==> config.mk <==
export PLATFORM = sky130hd
export DESIGN_NAME = basic_source_tokenizer_flat
export DESIGN_NICKNAME = d
export VERILOG_FILES = /design/src/bst_pkg.sv /design/src/bst_if.sv /design/src/basic_source_tokenizer.sv /design/src/bst_front.sv /design/src/bst_queue.sv /design/src/bst_back.sv /design/src/flat_wrapper.sv
export SDC_FILE = /design/constraint.sdc
export NUM_CORES = 2
export LEC_CHECK = 0
export BUFFER_PORTS_ARGS = -buffer_cell sky130_fd_sc_hd__buf_2
export CAP_MARGIN = 20
export CORE_MARGIN = 2
export CORE_UTILIZATION = 45
export DETAILED_ROUTE_END_ITERATION = 16
export HOLD_SLACK_MARGIN = 0.05
export PLACE_DENSITY = 0.66
export SYNTH_ARGS = -nofsm -noshare
export SYNTH_HDL_FRONTEND = slang
export SYNTH_HIERARCHICAL = 1
export SYNTH_SLANG_ARGS = --single-unit
==> constraint.sdc <==
create_clock -name i_clk -period 27 [get_ports i_clk]
set_clock_uncertainty 0.05 [all_clocks]
set_input_delay 2.7 -clock i_clk [delete_from_list [all_inputs] [get_ports i_clk]]
set_output_delay 2.7 -clock i_clk [all_outputs]
set_load 0.005 [all_outputs]
==> src/bst_pkg.sv <==
// shared types, constants and keyword table for the source tokenizer
// no dependencies
package bst_pkg;

    localparam int DEF_MAX_SOURCE_BYTES    = 65536;
    localparam int DEF_MAX_FRACTION_DIGITS = 18;
    localparam int IDENT_DEPTH             = 7;
    localparam int KW_COUNT                = 23;

    localparam logic [62:0] INT_MAX63 = {63{1'b1}};

    // token kinds
    localparam logic [3:0] TK_END     = 4'd0;
    localparam logic [3:0] TK_NUMBER  = 4'd1;
    localparam logic [3:0] TK_STRING  = 4'd2;
    localparam logic [3:0] TK_IDENT   = 4'd3;
    localparam logic [3:0] TK_KEYWORD = 4'd4;
    localparam logic [3:0] TK_LPAREN  = 4'd5;
    localparam logic [3:0] TK_RPAREN  = 4'd6;
    localparam logic [3:0] TK_COMMA   = 4'd7;
    localparam logic [3:0] TK_SEMI    = 4'd8;
    localparam logic [3:0] TK_COLON   = 4'd9;
    localparam logic [3:0] TK_NEWLINE = 4'd10;
    localparam logic [3:0] TK_OP      = 4'd11;
    localparam logic [3:0] TK_ERROR   = 4'd12;

    // operator codes
    localparam logic [2:0] OP_PLUS  = 3'd0;
    localparam logic [2:0] OP_MINUS = 3'd1;
    localparam logic [2:0] OP_TIMES = 3'd2;
    localparam logic [2:0] OP_DIV   = 3'd3;
    localparam logic [2:0] OP_EQ    = 3'd4;
    localparam logic [2:0] OP_LT    = 3'd5;
    localparam logic [2:0] OP_GT    = 3'd6;

    // input kinds
    localparam logic IN_BYTE = 1'b0;
    localparam logic IN_END  = 1'b1;

    typedef enum logic [3:0] {
        ST_IDLE = 4'b0001,
        ST_NUM  = 4'b0010,
        ST_STR  = 4'b0100,
        ST_ID   = 4'b1000
    } t_mode;

    typedef struct packed {
        logic [3:0]  token_kind;
        logic [4:0]  keyword_code;
        logic [2:0]  operator_code;
        logic [62:0] integer_part;
        logic [59:0] fraction_digits;
        logic [4:0]  fraction_count;
        logic        has_point;
        logic [15:0] start_offset;
        logic [15:0] token_length;
        logic [15:0] line_number;
    } t_tok;

    // front to back: the tokens one input word produced
    typedef struct packed {
        logic [1:0] cnt;
        t_tok       t0;
        t_tok       t1;
    } t_pair;

    // saturation limits (INT_MAX63 - d) / 10 for digit d
    localparam logic [62:0] SAT_LIM [10] = '{
        (INT_MAX63 - 63'd0) / 63'd10, (INT_MAX63 - 63'd1) / 63'd10,
        (INT_MAX63 - 63'd2) / 63'd10, (INT_MAX63 - 63'd3) / 63'd10,
        (INT_MAX63 - 63'd4) / 63'd10, (INT_MAX63 - 63'd5) / 63'd10,
        (INT_MAX63 - 63'd6) / 63'd10, (INT_MAX63 - 63'd7) / 63'd10,
        (INT_MAX63 - 63'd8) / 63'd10, (INT_MAX63 - 63'd9) / 63'd10
    };

    // keyword text, first char in the low byte
    function automatic logic [55:0] kw_text(input logic [4:0] i);
        logic [55:0] t;
        case (i)
            5'd0:  t = {"TNIRP"};
            5'd1:  t = {"TEL"};
            5'd2:  t = {"OTOG"};
            5'd3:  t = {"BUSOG"};
            5'd4:  t = {"NRUTER"};
            5'd5:  t = {"ROF"};
            5'd6:  t = {"OT"};
            5'd7:  t = {"PETS"};
            5'd8:  t = {"TXEN"};
            5'd9:  t = {"FI"};
            5'd10: t = {"NEHT"};
            5'd11: t = {"ESLE"};
            5'd12: t = {"DNE"};
            5'd13: t = {"POTS"};
            5'd14: t = {"TUPNI"};
            5'd15: t = {"DAER"};
            5'd16: t = {"ATAD"};
            5'd17: t = {"EROTSER"};
            5'd18: t = {"MID"};
            5'd19: t = {"MER"};
            5'd20: t = {"NO"};
            5'd21: t = {"FED"};
            5'd22: t = {"NF"};
            default: t = '0;
        endcase
        return t;
    endfunction

    function automatic logic [2:0] kw_len(input logic [4:0] i);
        logic [2:0] l;
        case (i)
            5'd0, 5'd3, 5'd14:                               l = 3'd5;
            5'd4:                                            l = 3'd6;
            5'd17:                                           l = 3'd7;
            5'd6, 5'd9, 5'd20, 5'd22:                        l = 3'd2;
            5'd1, 5'd5, 5'd12, 5'd18, 5'd19, 5'd21:          l = 3'd3;
            default:                                         l = 3'd4;
        endcase
        return l;
    endfunction

    // keyword code 1..23 or 0
    function automatic logic [4:0] kw_match(input logic [2:0] len, input logic [55:0] chars);
        logic [4:0]  code;
        logic [55:0] mask;
        code = '0;
        mask = ~(56'hFF_FFFF_FFFF_FFFF << {len, 3'b000});
        for (int i = 0; i < KW_COUNT; i++) begin
            if (kw_len(5'(i)) == len && ((kw_text(5'(i)) ^ chars) & mask) == '0)
                code = 5'(i + 1);
        end
        return code;
    endfunction

endpackage

==> src/bst_if.sv <==
// channel interfaces of the source tokenizer: source bytes in, tokens out
// no dependencies
interface bst_src_if;
    logic       valid;
    logic       ready;
    logic       kind;
    logic [7:0] ch;
    modport source (output valid, kind, ch, input ready);
    modport sink (input valid, kind, ch, output ready);
endinterface

interface bst_tok_if;
    logic        valid;
    logic        ready;
    logic [3:0]  token_kind;
    logic [4:0]  keyword_code;
    logic [2:0]  operator_code;
    logic [62:0] integer_part;
    logic [59:0] fraction_digits;
    logic [4:0]  fraction_count;
    logic        has_point;
    logic [15:0] start_offset;
    logic [15:0] token_length;
    logic [15:0] line_number;
    logic        last_of_run;
    modport source (output valid, token_kind, keyword_code, operator_code, integer_part,
                    fraction_digits, fraction_count, has_point, start_offset,
                    token_length, line_number, last_of_run, input ready);
    modport sink (input valid, token_kind, keyword_code, operator_code, integer_part,
                  fraction_digits, fraction_count, has_point, start_offset,
                  token_length, line_number, last_of_run, output ready);
endinterface

==> src/basic_source_tokenizer.sv <==
// streaming source tokenizer top level: front scanner, pair queue, token output
// depends on bst_pkg, bst_if, bst_front, bst_queue, bst_back
//
// i_src carries one source byte (kind 0) or an end mark (kind 1) per word.
// o_tok carries one token word: kind, keyword and operator codes, number
// fields, start offset, length and line, plus last_of_run on the final
// token a source word caused. An input word produces zero, one or two tokens.
// throughput: one source word per cycle while the pair queue has room; a word
// that finishes two tokens gives the back end two tokens to send from one
// queue entry, absorbed by the two-entry pair queue, so the input stalls only
// when such words fill the queue or when the receiver holds ready low.
// the scanner writes the pair queue at the edge that accepts the word, and
// the output register loads from the queue head once it is free, so the first
// token of a word reaches o_tok ahead of the second.
// i_src.ready is high while the pair queue has room; it does not depend on
// o_tok.ready within the same cycle.
// reset (synchronous, active low) returns the scanner to idle at offset 0,
// line 1, and empties the queue and output register.
// a stalled receiver holds the output word stable; the queue fills, then
// i_src.ready drops.
// offsets wrap modulo MAX_SOURCE_BYTES; after an end mark a new source starts.
module basic_source_tokenizer import bst_pkg::*; #(
    parameter int MAX_SOURCE_BYTES    = DEF_MAX_SOURCE_BYTES,
    parameter int MAX_FRACTION_DIGITS = DEF_MAX_FRACTION_DIGITS
) (
    input logic      i_clk,
    input logic      i_rst_n,
    bst_src_if.sink  i_src,
    bst_tok_if.source o_tok
);
    logic  acc, push, pop, full, empty, last;
    t_pair pair, head;
    t_tok  tok;

    // accept whenever the queue can take a pair
    assign i_src.ready = !full;
    assign acc         = i_src.valid && !full;

    bst_front #(
        .MAX_SOURCE_BYTES   (MAX_SOURCE_BYTES),
        .MAX_FRACTION_DIGITS(MAX_FRACTION_DIGITS)
    ) u_front (
        .i_clk  (i_clk),
        .i_rst_n(i_rst_n),
        .i_acc  (acc),
        .i_kind (i_src.kind),
        .i_ch   (i_src.ch),
        .o_push (push),
        .o_pair (pair)
    );

    bst_queue u_queue (
        .i_clk  (i_clk),
        .i_rst_n(i_rst_n),
        .i_push (push),
        .i_pair (pair),
        .i_pop  (pop),
        .o_full (full),
        .o_empty(empty),
        .o_head (head)
    );

    bst_back u_back (
        .i_clk  (i_clk),
        .i_rst_n(i_rst_n),
        .i_empty(empty),
        .i_head (head),
        .o_pop  (pop),
        .o_valid(o_tok.valid),
        .i_ready(o_tok.ready),
        .o_tok  (tok),
        .o_last (last)
    );

    // unpack the output word
    assign o_tok.token_kind      = tok.token_kind;
    assign o_tok.keyword_code    = tok.keyword_code;
    assign o_tok.operator_code   = tok.operator_code;
    assign o_tok.integer_part    = tok.integer_part;
    assign o_tok.fraction_digits = tok.fraction_digits;
    assign o_tok.fraction_count  = tok.fraction_count;
    assign o_tok.has_point       = tok.has_point;
    assign o_tok.start_offset    = tok.start_offset;
    assign o_tok.token_length    = tok.token_length;
    assign o_tok.line_number     = tok.line_number;
    assign o_tok.last_of_run     = last;

endmodule

==> src/bst_front.sv <==
// front end: scan state machine, builds the tokens each source word finishes
// depends on bst_pkg
module bst_front import bst_pkg::*; #(
    parameter int MAX_SOURCE_BYTES    = DEF_MAX_SOURCE_BYTES,
    parameter int MAX_FRACTION_DIGITS = DEF_MAX_FRACTION_DIGITS
) (
    input  logic       i_clk,
    input  logic       i_rst_n,
    input  logic       i_acc,
    input  logic       i_kind,
    input  logic [7:0] i_ch,
    output logic       o_push,
    output t_pair      o_pair
);
    localparam int          PW    = $clog2(MAX_SOURCE_BYTES);
    localparam logic [PW:0] MAXV  = (PW + 1)'(MAX_SOURCE_BYTES);
    localparam logic [PW-1:0] LAST = PW'(MAX_SOURCE_BYTES - 1);
    localparam logic [4:0]  FMAX  = 5'(MAX_FRACTION_DIGITS);

    t_mode         r_mode, n_mode;
    logic [PW-1:0] r_pos, n_pos;
    logic [15:0]   r_line, n_line;
    logic [PW-1:0] r_start, n_start;
    logic [62:0]   r_int, n_int;
    logic [59:0]   r_frac, n_frac;
    logic [4:0]    r_fcnt, n_fcnt;
    logic          r_pt, n_pt;
    logic          r_long, n_long;
    logic [7:0]    r_chars [IDENT_DEPTH];

    logic [PW-1:0]  span, pos_inc, pos1;
    logic [PW:0]    span_w;
    logic [PW+15:0] span_x, start_x, pos_x;
    logic [3:0]     dig;
    logic           is_dig, is_alpha, is_idch;
    logic           il_emit;
    t_tok           il_tok, num_tok, id_tok, str_tok, end_tok, close_tok;
    logic           has_close, lex_now, wr_ch;
    logic [55:0]    chars_flat;
    logic [4:0]     kw;
    logic [62:0]    int_mul;

    assign span_w  = {1'b0, r_pos} + ((r_pos < r_start) ? MAXV : '0) - {1'b0, r_start};
    assign span    = span_w[PW-1:0];
    assign span_x  = {16'b0, span};
    assign start_x = {16'b0, r_start};
    assign pos_x   = {16'b0, r_pos};
    assign pos_inc = (r_pos == LAST) ? '0 : r_pos + 1'b1;
    assign pos1    = pos_inc;

    assign is_dig   = i_ch >= "0" && i_ch <= "9";
    assign dig      = i_ch[3:0];
    assign is_alpha = (i_ch >= "a" && i_ch <= "z") || (i_ch >= "A" && i_ch <= "Z");
    assign is_idch  = is_alpha || is_dig || i_ch == "$" || i_ch == "_";

    always_comb begin
        for (int i = 0; i < IDENT_DEPTH; i++) chars_flat[i*8 +: 8] = r_chars[i];
    end
    assign kw = (!r_long && span_x[15:0] <= 16'(IDENT_DEPTH)) ?
                kw_match(span_x[2:0], chars_flat) : '0;

    assign int_mul = (r_int << 3) + (r_int << 1) + 63'(dig);

    // tokens that close an open scan, and the end token
    always_comb begin
        num_tok = '0;
        num_tok.token_kind      = TK_NUMBER;
        num_tok.integer_part    = r_int;
        num_tok.fraction_digits = r_frac;
        num_tok.fraction_count  = r_fcnt;
        num_tok.has_point       = r_pt;
        num_tok.start_offset    = start_x[15:0];
        num_tok.token_length    = span_x[15:0];
        num_tok.line_number     = r_line;
        id_tok = '0;
        id_tok.token_kind   = (kw != '0) ? TK_KEYWORD : TK_IDENT;
        id_tok.keyword_code = kw;
        id_tok.start_offset = start_x[15:0];
        id_tok.token_length = span_x[15:0];
        id_tok.line_number  = r_line;
        str_tok = '0;
        str_tok.token_kind   = TK_STRING;
        str_tok.start_offset = start_x[15:0];
        str_tok.token_length = span_x[15:0];
        str_tok.line_number  = r_line;
        end_tok = '0;
        end_tok.token_kind   = TK_END;
        end_tok.start_offset = pos_x[15:0];
        end_tok.line_number  = r_line;
    end

    // one-byte tokens from idle
    always_comb begin
        il_tok = '0;
        il_tok.start_offset = pos_x[15:0];
        il_tok.token_length = 16'd1;
        il_tok.line_number  = r_line;
        il_emit = 1'b1;
        if (i_ch == " " || i_ch == 8'h09 || i_ch == 8'h0D || is_dig || is_alpha || i_ch == "\"")
            il_emit = 1'b0;
        case (i_ch)
            "(":   il_tok.token_kind = TK_LPAREN;
            ")":   il_tok.token_kind = TK_RPAREN;
            ",":   il_tok.token_kind = TK_COMMA;
            ";":   il_tok.token_kind = TK_SEMI;
            ":":   il_tok.token_kind = TK_COLON;
            8'h0A: il_tok.token_kind = TK_NEWLINE;
            "+": begin il_tok.token_kind = TK_OP; il_tok.operator_code = OP_PLUS;  end
            "-": begin il_tok.token_kind = TK_OP; il_tok.operator_code = OP_MINUS; end
            "*": begin il_tok.token_kind = TK_OP; il_tok.operator_code = OP_TIMES; end
            "/": begin il_tok.token_kind = TK_OP; il_tok.operator_code = OP_DIV;   end
            "=": begin il_tok.token_kind = TK_OP; il_tok.operator_code = OP_EQ;    end
            "<": begin il_tok.token_kind = TK_OP; il_tok.operator_code = OP_LT;    end
            ">": begin il_tok.token_kind = TK_OP; il_tok.operator_code = OP_GT;    end
            default: il_tok.token_kind = TK_ERROR;
        endcase
    end

    always_comb begin
        n_mode = r_mode; n_pos = r_pos; n_line = r_line; n_start = r_start;
        n_int = r_int; n_frac = r_frac; n_fcnt = r_fcnt; n_pt = r_pt; n_long = r_long;
        has_close = 1'b0; close_tok = num_tok; lex_now = 1'b0; wr_ch = 1'b0;
        o_pair = '0;
        if (i_kind == IN_END) begin
            case (r_mode)
                ST_NUM:  begin has_close = 1'b1; close_tok = num_tok; end
                ST_ID:   begin has_close = 1'b1; close_tok = id_tok;  end
                ST_STR:  begin has_close = 1'b1; close_tok = str_tok; end
                default: has_close = 1'b0;
            endcase
            if (has_close) begin
                o_pair.t0 = close_tok; o_pair.t1 = end_tok; o_pair.cnt = 2'd2;
            end else begin
                o_pair.t0 = end_tok; o_pair.cnt = 2'd1;
            end
            n_mode = ST_IDLE; n_pos = '0; n_line = 16'd1;
        end else begin
            case (r_mode)
                ST_NUM: begin
                    if (is_dig) begin
                        if (!r_pt) begin
                            n_int = (r_int > SAT_LIM[dig]) ? INT_MAX63 : int_mul;
                        end else if (r_fcnt < FMAX) begin
                            n_frac = (r_frac << 3) + (r_frac << 1) + 60'(dig);
                            n_fcnt = r_fcnt + 5'd1;
                        end
                    end else if (i_ch == "." && !r_pt) begin
                        n_pt = 1'b1;
                    end else begin
                        has_close = 1'b1; close_tok = num_tok; lex_now = 1'b1;
                    end
                end
                ST_STR: begin
                    if (i_ch == "\"") begin
                        has_close = 1'b1; close_tok = str_tok; n_mode = ST_IDLE;
                    end else if (i_ch == 8'h0A) begin
                        has_close = 1'b1; close_tok = str_tok; lex_now = 1'b1;
                    end
                end
                ST_ID: begin
                    if (is_idch) begin
                        if (span_x[15:0] < 16'(IDENT_DEPTH) && span_x[PW+15:16] == '0) wr_ch = 1'b1;
                        else n_long = 1'b1;
                    end else begin
                        has_close = 1'b1; close_tok = id_tok; lex_now = 1'b1;
                    end
                end
                default: lex_now = 1'b1;
            endcase
            if (has_close && !lex_now) n_mode = ST_IDLE;
            if (lex_now) begin
                n_mode = ST_IDLE;
                if (is_dig) begin
                    n_mode = ST_NUM; n_start = r_pos; n_int = 63'(dig);
                    n_frac = '0; n_fcnt = '0; n_pt = 1'b0;
                end else if (i_ch == "\"") begin
                    n_mode = ST_STR; n_start = pos1;
                end else if (is_alpha) begin
                    n_mode = ST_ID; n_start = r_pos; n_long = 1'b0;
                end
                if (il_emit && i_ch == 8'h0A && r_line != 16'hFFFF) n_line = r_line + 16'd1;
            end
            if (has_close) begin
                o_pair.t0 = close_tok;
                o_pair.t1 = il_tok;
                o_pair.cnt = (lex_now && il_emit) ? 2'd2 : 2'd1;
            end else if (lex_now && il_emit) begin
                o_pair.t0 = il_tok; o_pair.cnt = 2'd1;
            end
            n_pos = pos_inc;
        end
    end

    assign o_push = i_acc && o_pair.cnt != 2'd0;

    always_ff @(posedge i_clk) begin
        if (!i_rst_n) begin
            r_mode <= ST_IDLE; r_pos <= '0; r_line <= 16'd1; r_start <= '0;
            r_int <= '0; r_frac <= '0; r_fcnt <= '0; r_pt <= 1'b0; r_long <= 1'b0;
        end else if (i_acc) begin
            r_mode <= n_mode; r_pos <= n_pos; r_line <= n_line; r_start <= n_start;
            r_int <= n_int; r_frac <= n_frac; r_fcnt <= n_fcnt; r_pt <= n_pt;
            r_long <= n_long;
        end
    end

    // identifier characters, written at the scan offset
    always_ff @(posedge i_clk) begin
        if (i_acc && i_kind == IN_BYTE) begin
            if (lex_now && is_alpha) r_chars[0] <= i_ch;
            else if (wr_ch) r_chars[span_x[2:0]] <= i_ch;
        end
    end

endmodule

==> src/bst_queue.sv <==
// two-entry queue of token pairs between front and back
// depends on bst_pkg
module bst_queue import bst_pkg::*; (
    input  logic  i_clk,
    input  logic  i_rst_n,
    input  logic  i_push,
    input  t_pair i_pair,
    input  logic  i_pop,
    output logic  o_full,
    output logic  o_empty,
    output t_pair o_head
);
    t_pair      r_ent [2];
    logic       r_wp, r_rp;
    logic [1:0] r_cnt;

    assign o_full  = r_cnt == 2'd2;
    assign o_empty = r_cnt == 2'd0;
    assign o_head  = r_ent[r_rp];

    always_ff @(posedge i_clk) begin
        if (!i_rst_n) begin
            r_wp <= 1'b0; r_rp <= 1'b0; r_cnt <= '0;
        end else begin
            if (i_push) r_wp <= ~r_wp;
            if (i_pop) r_rp <= ~r_rp;
            r_cnt <= r_cnt + {1'b0, i_push} - {1'b0, i_pop};
        end
    end

    always_ff @(posedge i_clk) begin
        if (i_push) r_ent[r_wp] <= i_pair;
    end

    a_cnt_range: assert property (@(posedge i_clk) disable iff (!i_rst_n)
        r_cnt != 2'd3) else $error("queue count out of range");
    a_no_overflow: assert property (@(posedge i_clk) disable iff (!i_rst_n)
        o_full |-> !i_push) else $error("push into full queue");
    a_no_underflow: assert property (@(posedge i_clk) disable iff (!i_rst_n)
        o_empty |-> !i_pop) else $error("pop from empty queue");

endmodule

==> src/bst_back.sv <==
// back end: splits queued pairs into single token words in an output register
// depends on bst_pkg
module bst_back import bst_pkg::*; (
    input  logic  i_clk,
    input  logic  i_rst_n,
    input  logic  i_empty,
    input  t_pair i_head,
    output logic  o_pop,
    output logic  o_valid,
    input  logic  i_ready,
    output t_tok  o_tok,
    output logic  o_last
);
    logic r_idx, r_valid, r_last;
    t_tok r_tok;
    logic load, last_now;

    assign load     = !i_empty && (!r_valid || i_ready);
    assign last_now = r_idx || i_head.cnt == 2'd1;
    assign o_pop    = load && last_now;

    always_ff @(posedge i_clk) begin
        if (!i_rst_n) begin
            r_idx <= 1'b0; r_valid <= 1'b0;
        end else begin
            if (load) begin
                r_valid <= 1'b1;
                r_idx   <= !last_now;
            end else if (i_ready) begin
                r_valid <= 1'b0;
            end
        end
    end

    always_ff @(posedge i_clk) begin
        if (load) begin
            r_tok  <= r_idx ? i_head.t1 : i_head.t0;
            r_last <= last_now;
        end
    end

    assign o_valid = r_valid;
    assign o_tok   = r_tok;
    assign o_last  = r_last;

endmodule
==> src/flat_wrapper.sv <==
// flat-port wrapper written by rule: the top's interface ports become plain ports
module basic_source_tokenizer_flat import bst_pkg::*;
#(
    parameter int MAX_SOURCE_BYTES    = DEF_MAX_SOURCE_BYTES,
    parameter int MAX_FRACTION_DIGITS = DEF_MAX_FRACTION_DIGITS
)
  (i_clk, i_rst_n, i_src_valid, i_src_kind, i_src_ch, i_src_ready, o_tok_valid, o_tok_token_kind, o_tok_keyword_code, o_tok_operator_code, o_tok_integer_part, o_tok_fraction_digits, o_tok_fraction_count, o_tok_has_point, o_tok_start_offset, o_tok_token_length, o_tok_line_number, o_tok_last_of_run, o_tok_ready);
  bst_src_if i_src_i ();
  bst_tok_if o_tok_i ();
  input logic i_clk;
  input logic i_rst_n;
  input wire logic [$bits(i_src_i.valid)-1:0] i_src_valid;
  input wire logic [$bits(i_src_i.kind)-1:0] i_src_kind;
  input wire logic [$bits(i_src_i.ch)-1:0] i_src_ch;
  output wire logic [$bits(i_src_i.ready)-1:0] i_src_ready;
  output wire logic [$bits(o_tok_i.valid)-1:0] o_tok_valid;
  output wire logic [$bits(o_tok_i.token_kind)-1:0] o_tok_token_kind;
  output wire logic [$bits(o_tok_i.keyword_code)-1:0] o_tok_keyword_code;
  output wire logic [$bits(o_tok_i.operator_code)-1:0] o_tok_operator_code;
  output wire logic [$bits(o_tok_i.integer_part)-1:0] o_tok_integer_part;
  output wire logic [$bits(o_tok_i.fraction_digits)-1:0] o_tok_fraction_digits;
  output wire logic [$bits(o_tok_i.fraction_count)-1:0] o_tok_fraction_count;
  output wire logic [$bits(o_tok_i.has_point)-1:0] o_tok_has_point;
  output wire logic [$bits(o_tok_i.start_offset)-1:0] o_tok_start_offset;
  output wire logic [$bits(o_tok_i.token_length)-1:0] o_tok_token_length;
  output wire logic [$bits(o_tok_i.line_number)-1:0] o_tok_line_number;
  output wire logic [$bits(o_tok_i.last_of_run)-1:0] o_tok_last_of_run;
  input wire logic [$bits(o_tok_i.ready)-1:0] o_tok_ready;
  assign i_src_i.valid = i_src_valid;
  assign i_src_i.kind = i_src_kind;
  assign i_src_i.ch = i_src_ch;
  assign i_src_ready = i_src_i.ready;
  assign o_tok_valid = o_tok_i.valid;
  assign o_tok_token_kind = o_tok_i.token_kind;
  assign o_tok_keyword_code = o_tok_i.keyword_code;
  assign o_tok_operator_code = o_tok_i.operator_code;
  assign o_tok_integer_part = o_tok_i.integer_part;
  assign o_tok_fraction_digits = o_tok_i.fraction_digits;
  assign o_tok_fraction_count = o_tok_i.fraction_count;
  assign o_tok_has_point = o_tok_i.has_point;
  assign o_tok_start_offset = o_tok_i.start_offset;
  assign o_tok_token_length = o_tok_i.token_length;
  assign o_tok_line_number = o_tok_i.line_number;
  assign o_tok_last_of_run = o_tok_i.last_of_run;
  assign o_tok_i.ready = o_tok_ready;
  basic_source_tokenizer #(.MAX_SOURCE_BYTES(MAX_SOURCE_BYTES), .MAX_FRACTION_DIGITS(MAX_FRACTION_DIGITS)) u_core (.i_clk(i_clk), .i_rst_n(i_rst_n), .i_src(i_src_i), .o_tok(o_tok_i));
endmodule
==> results.cfg <==
[outcome]
outcome = finished, final reports clean

[logic_synthesis]
syn_inst = 4463
ys_seq_area_share_pct = 57.8
synth_cell_types = 86
synth-edff-count = 1006
synth_warnings = 6
ys_async_sr_fraction_pct = 0
yosys_most_used_dff = edfxtp_1
synth_area_um2 = 58800
syn_area_per_cell_um2 = 13.2
ys_ff_latch = 1195

[global_route]
grt.total_usage_pct = 18.8
grt_overflow = 0
grt_max_degree = 161
grt_pass1_wl_um = 196000
antenna_found_initial = 11
grt_pass1_vias = 34300

[timing]
setup_viol = 0
tightest_slew_ns = 1.15
rsz0062_at_grt = false
hold_viol_final = 0
relSlewSlack_pct = 23.6
min_period_over_period_pct = 28.8
tns_ns = 0
fin_crit_ns = 7.77
hold_slack_ns = 0.406
slew_violations = 0
max_freq_mhz = 129

[cts]
holdBufCountCts = 0
numCtsBuffers = 131
postCtsSetupBuffers = 0
cts_buffer_depth = 3
cts-root-buf = clkbuf_16
cts-resized-gates = 0
cts.sinks = 1195
path_clk_slew_ns = 0.06
htree_num_levels = 4
clock_latency_ns = 0.77
cts_tree = yes

[layout]
layout_commonest_cell = edfxtp_1
final_cell_mix = edfxtp_1 (1006), mux2_2 (372), nor2_1 (271)
n_antenna_cell = 0
fin_nets = 4910
final_util_pct = 50.2
syn2layout_area_growth_pct = 10.6
drive_above_1_share_pct = 22.5
multi_input_comb_area_um2 = 22900
fillers = 11300
stdcell_area_um2 = 65100
seq_area_um2 = 34000

[detailed_routing]
wire_per_inst_um = 19.5
num_vias = 34900
viasPerCell = 5.38
postRouteAntennaNets = 0
routed_wl_um = 126000
first_pass_iters = 7
drt_iter0_markers = 2703
drc_errors = 0

[die]
die_w_um = 366
initial_utilization_pct = 45.4
die_h_um = 366
rows = 132
die_area_um2 = 134000
ios = 205
fp.coreArea_um2 = 130000

[critical_path]
rrSetupSlack_ns = 21.46
reg2reg_to = u_core/u_queue/r_ent[1][166]
crit_top_cell = buf_4
path_max_fanout = 66
slowest_stage = buf_4
rr_startpoint = u_core/u_front/r_mode[1]
crit_required_ns = 27.32
cpPeakStageDelay_ns = 0.80
critPathKind = in2reg
cp-start-kind = input pin
reg2reg_depth = 10
end_kind = flip-flop
startpoint = i_src_ch[3]
path_cells = buf_2 > o21ai_0 > and3_1 > or2_2 > a21oi_2 > and2_1 > or3_1 > nor3b_2 > ha_1 > nor2_1 > a21boi_0 > and2_4 > buf_4 > buf_4
arrival_ns = 8.09

[placed_design]
dpl_cell_area_um2 = 60800
port_buffers = 204
place_congestion = 0.892
dpl.hpwl_um = 82300

[min_path]
hold_start = u_core/u_front/r_long
min_path_cells = 2
min_path_type = reg2reg
min_to = u_core/u_front/r_long

[power]
total_power_mw = 5.34
p_per_area_nw_per_um2 = 82.1
ir_drop_uv = 54.8
p_leak_nw = 24.9

[job]
maxCapViolations = 0
-- state kept, by name (all words and copies together) (netlist names), 4 cells and up, named ones only --
name / flops
u_core/u_back/o_tok: 189
u_core/u_front/r_chars: 56
u_core/u_front/r_fcnt: 5
u_core/u_front/r_frac: 60
u_core/u_front/r_int: 63
u_core/u_front/r_line: 16
u_core/u_front/r_mode: 4
u_core/u_front/r_pos: 16
u_core/u_front/r_start: 16
u_core/u_queue/r_ent: 760
-- logic make-up after synthesis --
group	Yosys count	synth area share (%)
buffers and inverters	431	4.32
and+or+nand+nor	1060	9.22
xor gates and xnor gates	146	2.20
adders and majority gates	263	5.66
AOI/OAI and AO/OA	793	8.56
muxes	574	12.3
other	1	0.00637
DFF	1195	57.8
-- synth_stat cells (26+ instances only) --
| master | count | area (µm²) |
|---|---|---|
| nand4_1 | 32 | 200 |
| o21a_1 | 28 | 210 |
| nand2b_1 | 36 | 225 |
| buf_2 | 28 | 140 |
| a21boi_0 | 38 | 285 |
| nor4_1 | 26 | 163 |
| nand2_1 | 207 | 777 |
| clkbuf_1 | 131 | 492 |
| mux2_4 | 200 | 3000 |
| and2_1 | 179 | 1120 |
| edfxtp_1 | 1006 | 30200 |
| a21o_1 | 70 | 526 |
| nand3_1 | 69 | 345 |
| nor2_1 | 275 | 1030 |
| a21oi_1 | 201 | 1010 |
| xnor2_1 | 89 | 780 |
| buf_4 | 150 | 1130 |
| ha_1 | 258 | 3230 |
| o21ai_0 | 200 | 1000 |
| nor2b_1 | 46 | 288 |
| inv_1 | 74 | 278 |
| buf_6 | 43 | 484 |
| and3_1 | 33 | 206 |
| a22oi_1 | 36 | 270 |
| a211oi_1 | 32 | 240 |
| dfxtp_1 | 189 | 3780 |
| nor3_1 | 55 | 275 |
| xor2_1 | 56 | 490 |
| mux2_2 | 372 | 4190 |
-- routing by layer --
| layer | vias to the layer above | GRT usage [%] | share of wire [%] |
|---|---|---|---|
| li1 | 16800 | - | - |
| met1 | 17200 | 26.7 | 47 |
| met2 | 755 | 29.3 | 46 |
| met3 | 206 | 3.61 | 5.2 |
| met4 | 18 | 5.70 | 2.2 |
| met5 | - | 0 | 0.088 |
-- area by class of cell --
cell class / count / share of cell area (%)
repair buffers: 246 / 2.14
inverters: 75 / 0.433
flip-flops and latches: 1195 / 52.3
well taps: 1742 / 3.35
clock buffers: 168 / 5.41
multi-input cells: 2985 / 35.2
clock inverters: 72 / 1.18
-- metrics by stage --
stage / instances / worst slack [ns]
2_1_floorplan: 4611 / 3.85
3_3_place_gp: 6242 / 18.57
3_5_place_dp: 6242 / 18.46
4_1_cts: 6482 / 19.27
5_1_grt: 6483 / 18.73
6_report: 6483 / 19.23
-- power breakdown --
part           total [mW]  switching [mW]  internal, mW
combinational        1.13           0.570         0.559
sequential           2.43          0.0888          2.34
clock                1.78           0.732          1.04
-- worst max-delay path, delay by kind of cell --
| kind | cells | cell delay (ns) |
|---|---|---|
| buffers and inverters | 3 | 2.01 |
| AOI/OAI and AO/OA | 3 | 0.91 |
| and+or+nand+nor | 7 | 2.06 |
| adders and majority gates | 1 | 0.18 |
-- how the worst max path moves through the flow --
| stage | endpoint | depth (start not counted) |
|---|---|---|
| final | u_core/u_queue/r_ent[1][166] | 14 |
| after global routing | u_core/u_queue/r_ent[1][166] | 14 |
| after CTS | u_core/u_queue/r_ent[1][158] | 14 |
| after detailed placement | u_core/u_queue/r_ent[1][347] | 14 |
| after global placement | u_core/u_queue/r_ent[1][355] | 14 |
| after floorplan | u_core/u_queue/r_wp | 15 |
No activity file was read; power rests on OpenSTA's default activity.
